[config.mk]
export PLATFORM = sky130hd
export DESIGN_NAME = unordered_list_table_core
export DESIGN_NICKNAME = d
export VERILOG_FILES = /design/src/sv/ult_pkg.sv /design/src/sv/unordered_list_table_core.sv
export VERILOG_INCLUDE_DIRS = /design/src /design/src/sv
export SDC_FILE = /design/constraint.sdc
export NUM_CORES = 2
export LEC_CHECK = 0
export BUFFER_PORTS_ARGS = -buffer_cell sky130_fd_sc_hd__buf_2
export CORE_MARGIN = 3
export CORE_UTILIZATION = 35
export DETAILED_ROUTE_END_ITERATION = 8
export PLACE_DENSITY = 0.54
export SYNTH_ARGS = -nofsm -noshare
export SYNTH_HDL_FRONTEND = slang
export SYNTH_SLANG_ARGS = --single-unit
[constraint.sdc]
create_clock -name clock -period 4.7 [get_ports clock]
set_clock_uncertainty 0.1 [all_clocks]
set_input_delay 1.41 -clock clock [delete_from_list [all_inputs] [get_ports clock]]
set_output_delay 1.41 -clock clock [all_outputs]
set_load 0.03 [all_outputs]
[src/sv/assert_macros.svh]
// ----------------------------------------------------------------------------
// Assertion macros
// Shared concurrent assertion forms, clocked and reset-qualified.
// ----------------------------------------------------------------------------
`ifndef ASSERT_MACROS_SVH
`define ASSERT_MACROS_SVH

// assert that prop holds at every clock edge outside reset
`define ASSERT_ALWAYS(label, clk, rst, prop, msg) \
   label: assert property (@(posedge clk) disable iff (rst) (prop)) else $error(msg);

// assert that cons holds whenever ante holds
`define ASSERT_IMPLIES(label, clk, rst, ante, cons, msg) \
   label: assert property (@(posedge clk) disable iff (rst) (ante) |-> (cons)) else $error(msg);

// assert that cons holds in the cycle after ante
`define ASSERT_NEXT(label, clk, rst, ante, cons, msg) \
   label: assert property (@(posedge clk) disable iff (rst) (ante) |=> (cons)) else $error(msg);

`endif

[src/sv/ult_pkg.sv]
// ----------------------------------------------------------------------------
// ult_pkg
// Sizes, action codes and status codes of the unordered list table.
// ----------------------------------------------------------------------------
`default_nettype none

package ult_pkg;

   localparam int TABLE_DEPTH = 128;
   localparam int INDEX_W     = $clog2(TABLE_DEPTH);
   localparam int COUNT_W     = $clog2(TABLE_DEPTH + 1);

   localparam int ACTION_W    = 2;
   localparam int VALUE_W     = 32;
   localparam int STATUS_W    = 2;
   localparam int NEW_COUNT_W = 8;
   localparam int SLOT_W      = 7;

   typedef logic [INDEX_W-1:0] index_type;
   typedef logic [COUNT_W-1:0] count_type;
   typedef logic [VALUE_W-1:0] value_type;

   localparam logic [ACTION_W-1:0] ACT_INSERT_BACK  = 2'd0;
   localparam logic [ACTION_W-1:0] ACT_DELETE       = 2'd1;
   localparam logic [ACTION_W-1:0] ACT_INSERT_SWAP  = 2'd2;
   localparam logic [ACTION_W-1:0] ACT_INSERT_SHIFT = 2'd3;

   localparam logic [STATUS_W-1:0] STAT_DONE      = 2'd0;
   localparam logic [STATUS_W-1:0] STAT_NOT_FOUND = 2'd1;
   localparam logic [STATUS_W-1:0] STAT_FULL      = 2'd2;

endpackage

`default_nettype wire

[src/sv/unordered_list_table_core.sv]
// ----------------------------------------------------------------------------
// unordered_list_table_core
// Unordered table of signed 32-bit values with append, swap-delete,
// front-swap insert and front-shift insert, one request at a time.
// ----------------------------------------------------------------------------
// Usage:
//   Request channel req_valid/req_ready carries req_action and req_item_value.
//   Response channel rsp_valid/rsp_ready carries rsp_status, rsp_new_count
//   and rsp_slot; every request yields exactly one response.
//   One request is in flight at a time; req_ready is high only while idle.
//   Steps: an insert into a full table goes straight to the response; an
//   append writes the slot at the count; a front-swap insert copies slot 0
//   to the end, then writes slot 0; a front-shift insert moves each entry up
//   one slot from the back, then writes slot 0; a delete searches from slot
//   0, then moves the last entry into the found slot. The single table read
//   port visits one slot per cycle during the search and the shift. req_ready
//   rises with rsp_valid, so the next request can be taken while it is shown.
//   Reset empties the table at once; no clearing pass is needed since slots
//   beyond the count are never read.
//   A stalled response is held in the output register while the next request
//   is taken and processed; its response then waits, with req_ready low,
//   until the output register frees.
// ----------------------------------------------------------------------------
`default_nettype none
`include "assert_macros.svh"

module unordered_list_table_core (
   input  wire logic                             clock,
   input  wire logic                             reset,
   input  wire logic                             req_valid,
   output logic                                  req_ready,
   input  wire logic [ult_pkg::ACTION_W-1:0]     req_action,
   input  wire logic signed [ult_pkg::VALUE_W-1:0] req_item_value,
   output logic                                  rsp_valid,
   input  wire logic                             rsp_ready,
   output logic [ult_pkg::STATUS_W-1:0]          rsp_status,
   output logic [ult_pkg::NEW_COUNT_W-1:0]       rsp_new_count,
   output logic [ult_pkg::SLOT_W-1:0]            rsp_slot
);

   typedef enum logic [3:0] {
      ST_IDLE,
      ST_INS_BACK,
      ST_SEARCH,
      ST_DEL_RD,
      ST_DEL_WR,
      ST_SWAP_RD,
      ST_SWAP_WR,
      ST_SHIFT,
      ST_FRONT_WR,
      ST_RESP
   } state_type;

   state_type                        state_ff, state_in;
   logic [ult_pkg::ACTION_W-1:0]     action_ff, action_in;
   ult_pkg::value_type               value_ff, value_in;
   ult_pkg::count_type               count_ff, count_in;
   ult_pkg::count_type               scan_ff, scan_in;
   ult_pkg::index_type               held_ff, held_in;
   logic                             held_valid_ff, held_valid_in;
   logic [ult_pkg::STATUS_W-1:0]     res_status_ff, res_status_in;
   ult_pkg::index_type               res_slot_ff, res_slot_in;
   logic                             rsp_valid_ff, rsp_valid_in;
   logic [ult_pkg::STATUS_W-1:0]     rsp_status_ff, rsp_status_in;
   logic [ult_pkg::NEW_COUNT_W-1:0]  rsp_count_ff, rsp_count_in;
   logic [ult_pkg::SLOT_W-1:0]       rsp_slot_ff, rsp_slot_in;

   ult_pkg::value_type               mem [ult_pkg::TABLE_DEPTH];
   ult_pkg::value_type               rd_data_ff;
   ult_pkg::index_type               rd_addr;
   logic                             wr_en;
   ult_pkg::index_type               wr_addr;
   ult_pkg::value_type               wr_data;

   logic                             full;
   ult_pkg::count_type               last;

   assign full      = (count_ff == ult_pkg::COUNT_W'(ult_pkg::TABLE_DEPTH));
   assign last      = count_ff - ult_pkg::COUNT_W'(1);
   assign req_ready = (state_ff == ST_IDLE);
   assign rsp_valid     = rsp_valid_ff;
   assign rsp_status    = rsp_status_ff;
   assign rsp_new_count = rsp_count_ff;
   assign rsp_slot      = rsp_slot_ff;

   always_comb begin
      state_in      = state_ff;
      action_in     = action_ff;
      value_in      = value_ff;
      count_in      = count_ff;
      scan_in       = scan_ff;
      held_in       = held_ff;
      held_valid_in = held_valid_ff;
      res_status_in = res_status_ff;
      res_slot_in   = res_slot_ff;
      rsp_valid_in  = rsp_valid_ff;
      rsp_status_in = rsp_status_ff;
      rsp_count_in  = rsp_count_ff;
      rsp_slot_in   = rsp_slot_ff;
      rd_addr       = scan_ff[ult_pkg::INDEX_W-1:0];
      wr_en         = 1'b0;
      wr_addr       = '0;
      wr_data       = value_ff;

      if (rsp_valid_ff && rsp_ready) begin
         rsp_valid_in = 1'b0;
      end

      case (state_ff)
         ST_IDLE: begin
            if (req_valid) begin
               action_in     = req_action;
               value_in      = req_item_value;
               scan_in       = '0;
               held_valid_in = 1'b0;
               if (req_action != ult_pkg::ACT_DELETE && full) begin
                  res_status_in = ult_pkg::STAT_FULL;
                  res_slot_in   = '0;
                  state_in      = ST_RESP;
               end else begin
                  case (req_action)
                     ult_pkg::ACT_INSERT_BACK: state_in = ST_INS_BACK;
                     ult_pkg::ACT_DELETE:      state_in = ST_SEARCH;
                     ult_pkg::ACT_INSERT_SWAP: begin
                        state_in = (count_ff == '0) ? ST_FRONT_WR : ST_SWAP_RD;
                     end
                     default: begin
                        scan_in  = count_ff;
                        state_in = ST_SHIFT;
                     end
                  endcase
               end
            end
         end
         ST_INS_BACK: begin
            wr_en         = 1'b1;
            wr_addr       = count_ff[ult_pkg::INDEX_W-1:0];
            count_in      = count_ff + ult_pkg::COUNT_W'(1);
            res_status_in = ult_pkg::STAT_DONE;
            res_slot_in   = count_ff[ult_pkg::INDEX_W-1:0];
            state_in      = ST_RESP;
         end
         ST_SEARCH: begin
            if (held_valid_ff && rd_data_ff == value_ff) begin
               state_in = ST_DEL_RD;
            end else if (scan_ff < count_ff) begin
               held_in       = scan_ff[ult_pkg::INDEX_W-1:0];
               held_valid_in = 1'b1;
               scan_in       = scan_ff + ult_pkg::COUNT_W'(1);
            end else if (held_valid_ff) begin
               held_valid_in = 1'b0;
            end else begin
               res_status_in = ult_pkg::STAT_NOT_FOUND;
               res_slot_in   = '0;
               state_in      = ST_RESP;
            end
         end
         ST_DEL_RD: begin
            rd_addr  = last[ult_pkg::INDEX_W-1:0];
            state_in = ST_DEL_WR;
         end
         ST_DEL_WR: begin
            wr_en         = 1'b1;
            wr_addr       = held_ff;
            wr_data       = rd_data_ff;
            count_in      = last;
            res_status_in = ult_pkg::STAT_DONE;
            res_slot_in   = held_ff;
            state_in      = ST_RESP;
         end
         ST_SWAP_RD: begin
            rd_addr  = '0;
            state_in = ST_SWAP_WR;
         end
         ST_SWAP_WR: begin
            wr_en    = 1'b1;
            wr_addr  = count_ff[ult_pkg::INDEX_W-1:0];
            wr_data  = rd_data_ff;
            state_in = ST_FRONT_WR;
         end
         ST_SHIFT: begin
            if (held_valid_ff) begin
               wr_en   = 1'b1;
               wr_addr = held_ff + ult_pkg::INDEX_W'(1);
               wr_data = rd_data_ff;
            end
            if (scan_ff != '0) begin
               rd_addr       = ult_pkg::INDEX_W'(scan_ff - ult_pkg::COUNT_W'(1));
               held_in       = ult_pkg::INDEX_W'(scan_ff - ult_pkg::COUNT_W'(1));
               held_valid_in = 1'b1;
               scan_in       = scan_ff - ult_pkg::COUNT_W'(1);
            end else begin
               held_valid_in = 1'b0;
               if (!held_valid_ff) begin
                  state_in = ST_FRONT_WR;
               end
            end
         end
         ST_FRONT_WR: begin
            wr_en         = 1'b1;
            wr_addr       = '0;
            count_in      = count_ff + ult_pkg::COUNT_W'(1);
            res_status_in = ult_pkg::STAT_DONE;
            res_slot_in   = '0;
            state_in      = ST_RESP;
         end
         ST_RESP: begin
            if (!rsp_valid_ff || rsp_ready) begin
               rsp_valid_in  = 1'b1;
               rsp_status_in = res_status_ff;
               rsp_count_in  = ult_pkg::NEW_COUNT_W'(count_ff);
               rsp_slot_in   = ult_pkg::SLOT_W'(res_slot_ff);
               state_in      = ST_IDLE;
            end
         end
         default: begin
            state_in = ST_IDLE;
         end
      endcase
   end

   always_ff @(posedge clock) begin
      if (wr_en) begin
         mem[wr_addr] <= wr_data;
      end
      rd_data_ff <= mem[rd_addr];
   end

   always_ff @(posedge clock) begin
      if (reset) begin
         state_ff      <= ST_IDLE;
         count_ff      <= '0;
         held_valid_ff <= 1'b0;
         rsp_valid_ff  <= 1'b0;
      end else begin
         state_ff      <= state_in;
         count_ff      <= count_in;
         held_valid_ff <= held_valid_in;
         rsp_valid_ff  <= rsp_valid_in;
      end
      action_ff     <= action_in;
      value_ff      <= value_in;
      scan_ff       <= scan_in;
      held_ff       <= held_in;
      res_status_ff <= res_status_in;
      res_slot_ff   <= res_slot_in;
      rsp_status_ff <= rsp_status_in;
      rsp_count_ff  <= rsp_count_in;
      rsp_slot_ff   <= rsp_slot_in;
   end

   `ASSERT_ALWAYS(a_count_bound, clock, reset,
      count_ff <= ult_pkg::COUNT_W'(ult_pkg::TABLE_DEPTH), "count exceeds table depth")
   `ASSERT_NEXT(a_idle_count_hold, clock, reset,
      state_ff == ST_IDLE, count_ff == $past(count_ff), "count changed while idle")
   `ASSERT_NEXT(a_accept_leaves_idle, clock, reset,
      req_valid && req_ready, state_ff != ST_IDLE, "request accepted but sequencer idle")
   `ASSERT_IMPLIES(a_full_count, clock, reset,
      rsp_valid_ff && rsp_status_ff == ult_pkg::STAT_FULL,
      rsp_count_ff == ult_pkg::NEW_COUNT_W'(ult_pkg::TABLE_DEPTH) && rsp_slot_ff == '0,
      "full response with wrong count or slot")
   `ASSERT_IMPLIES(a_insert_kind_full, clock, reset,
      state_ff == ST_SEARCH || state_ff == ST_DEL_RD || state_ff == ST_DEL_WR,
      action_ff == ult_pkg::ACT_DELETE, "delete states entered for an insert")

endmodule

`default_nettype wire

==> qor.txt <==
post-synth net total: 12100
clock slew at reported path FFs: 0.07 ns
worst skew pair latency: 1.01 ns
Worst Tran Pin Value: 1.22 ns
hold buffers post-CTS: 0
commonest non-fill, non-tap cell in the layout: edfxtp_1
# port buffers: 56
routed length per instance: 27.7 um
core area: 472000 um^2
sequential power share: 0.333
Design Area, Final: 197000 um^2
critical path arrival: 5.37 ns
setup TNS: 0 ns
final core occ: 0.418
Comb pwr share: 0.427
Slowest-stage cell, CP: a211oi_4
TritonCTS Sinks: 4215
EDFF count, synth: 4169
row count: 252
total leakage power: 66.4 nW
pwr dens: 719 nW/um^2
Setup Viol. Count Final: 0
largest net degree at the start of global routing: 129
headroom to the max-slew limit: 0.189
Worst Setup Path Type: reg -> reg
Hold/Removal Path Class: reg -> reg
die width: 695 um
Int Pwr: 84.8 mW
sequential area share after synthesis: 0.758
Initial Utilization: 0.352
post-synthesis cell area: 166000 um^2
Peak VDD IR: 0.472 mV
Max-cap violations: 0
slowest stage delay, CP: 0.66 ns
Max Freq: 217 MHz
clock tree buffer depth: 4
TritonCTS clock tree: built
period utilization: 0.978
Die Ht: 695 um
most frequent cells in the layout: edfxtp_1 (4169), nand2_1 (3208), nand3_1 (1720)
synth unique cells: 75
WL final: 536000 um
fin nets: 12800
DRC violations left: 0
critical path startpoint category: flip-flop
sw frac: 0.403
vias in the first global route: 100000
Top FF cell, synth: edfxtp_1
RSZ-0062 raised after global routing: true
Top Family by Delay on Critical Path: compound AO/OA/AOI/OAI gates
Period minus WS final: 4.60 ns
placed cell areas: 183000 um^2
status: completed
cts bufs inserted: 425
layout cell share with drive strength beyond 1: 0.157
worst-path fanout max: 37
register bit total from synthesis: 4215
Detailed Routing Iterations Pass 1: 8
gr usage total: 0.216
clock root buffer: clkbuf_16
clock share of power: 0.240
post-DP HPWL: 317000 um
sw power: 57.2 mW
Critical Path End Type: flip-flop
initial antenna violation count: 35
first-pass GRT wire length: 757000 um
H-tree levels: 5
DR vias/cell: 5.48
Routability Congestion: 0.863
DR vias: 106000
Critical Path RT: 5.47 ns
final hold vios: 0
Iter 0 DRT Violations: 13600
Place WS: -0.592 ns
yosys warns: 0
worst setup margin: 0.102 ns
Cells after Synth: 12100
critical path buffer and inverter count: 5
io pins: 57
FFs w/ async S/R, synth: 0
GRT overflow: 0
Slew Limit Fails: 0
Final ANT Viol Nets: 0
area of the die: 484000 um^2
critical-path cell list: inv_1 -> ha_1 -> nor3b_4 -> buf_4 -> nand3_1 -> a311o_2 -> a211oi_4 -> buf_12 -> buf_4 -> nand3_1 -> nand3_1 -> a211oi_1 -> buf_4 -> nor3_4 -> nor3_1
syn_area_per_cell: 13.8 um^2
Area Overhead vs Synth: 18.6%
filler instances: 43000
[cell families after synthesis]
logic type / after synthesis / synth area share
and+or+nand+nor: 5378 / 0.138
AOI/OAI and AO/OA: 1252 / 0.0487
buffers and inverters: 822 / 0.0228
xor gates and xnor gates: 49 / 0.00258
muxes: 322 / 0.0291
DFF: 4215 / 0.758
adders and majority gates: 13 / 0.000978
[layout make-up]
| class | instances | area [um^2] | area share |
|---|---|---|---|
| Sequential cell | 4215 | 126000 | 0.639 |
| Tap cell | 6223 | 7790 | 0.0395 |
| Multi-Input combinational cell | 7015 | 38100 | 0.193 |
| Antenna cell | 13 | 32.5 | 0.000165 |
| Clock inverter | 242 | 2470 | 0.0125 |
| Inverter | 19 | 71.3 | 0.000361 |
| Clock buffer | 548 | 11400 | 0.0576 |
| Timing Repair Buffer | 1058 | 11400 | 0.0578 |
[registers in the layout, indices dropped and copies added (netlist names)]
register and count:
mem 4096, rd_data_ff 32, value_ff 32, count_ff 8
rsp_new_count 8, scan_ff 8, held_ff 7, res_slot_ff 7
rsp_slot 7, state_ff 4, res_status_ff 2, rsp_status 2
held_valid_ff 1, rsp_valid 1
[synth_stat cells (66+ instances only)]
library cell | number | area share
a211oi_1 | 130 | 0.0059
a21oi_1 | 674 | 0.020
a221oi_1 | 145 | 0.0076
a311oi_1 | 66 | 0.0035
buf_1 | 67 | 0.0015
buf_2 | 353 | 0.011
clkbuf_1 | 327 | 0.0074
edfxtp_1 | 4169 | 0.75
mux2i_1 | 164 | 0.0099
mux4_2 | 126 | 0.017
nand2_1 | 3219 | 0.073
nand3_1 | 1720 | 0.052
nor2_1 | 177 | 0.0040
nor3_1 | 117 | 0.0035
nor4_1 | 76 | 0.0029
[metrics by stage]
| stage | hold WS (ns) | power, mW | cells |
|---|---|---|---|
| after detailed placement | 0.310 | 108 | 18500 |
| after CTS | 0.324 | 142 | 19300 |
| after global placement | 0.304 | 108 | 18500 |
| after global routing | 0.326 | 147 | 19300 |
| final | 0.319 | 142 | 19300 |
| after floorplan | 0.300 | 77.2 | 12100 |
[routing by layer]
metal	GRT usage	vias up	wire length (um)
met2	0.335	4664	243000
met1	0.307	54100	226000
met3	0.0402	820	48500
met5	0	-	60
met4	0.0687	8	18500
li1	-	46300	-
[path summary, 6_finish.rpt]
check / depth (start not counted) / endpoint / slack [ns] / startpoint
worst max-delay path: 15 / rd_data_ff[5]$_DFF_P_ / 0.10 / scan_ff[1]$_DFFE_PP_
worst max register to register: 15 / rd_data_ff[5]$_DFF_P_ / 0.10 / scan_ff[1]$_DFFE_PP_
worst min-delay path: 0 / rsp_slot[5]$_DFFE_PP_ / 0.32 / res_slot_ff[5]$_DFFE_PP_
worst min register to register: 0 / rsp_slot[5]$_DFFE_PP_ / 0.32 / res_slot_ff[5]$_DFFE_PP_
[repair_timing]
action	4_1_cts	5_1_grt
setup endpoints to repair	13	26
gates resized for setup	23	24
setup buffers	1	4
gates cloned	0	1
pin swaps	1	7
[power groups by stage]
stage                     clock [mW]  sequential [mW]  combinational, mW
final                           34.1             47.3               60.6
after global routing            36.0             47.3               64.1
after CTS                       34.5             47.2               60.1
after detailed placement           0             48.0               59.7
after global placement             0             48.0               59.5
after floorplan                    0             47.9               29.3
No activity file was read; power rests on OpenSTA's default activity.
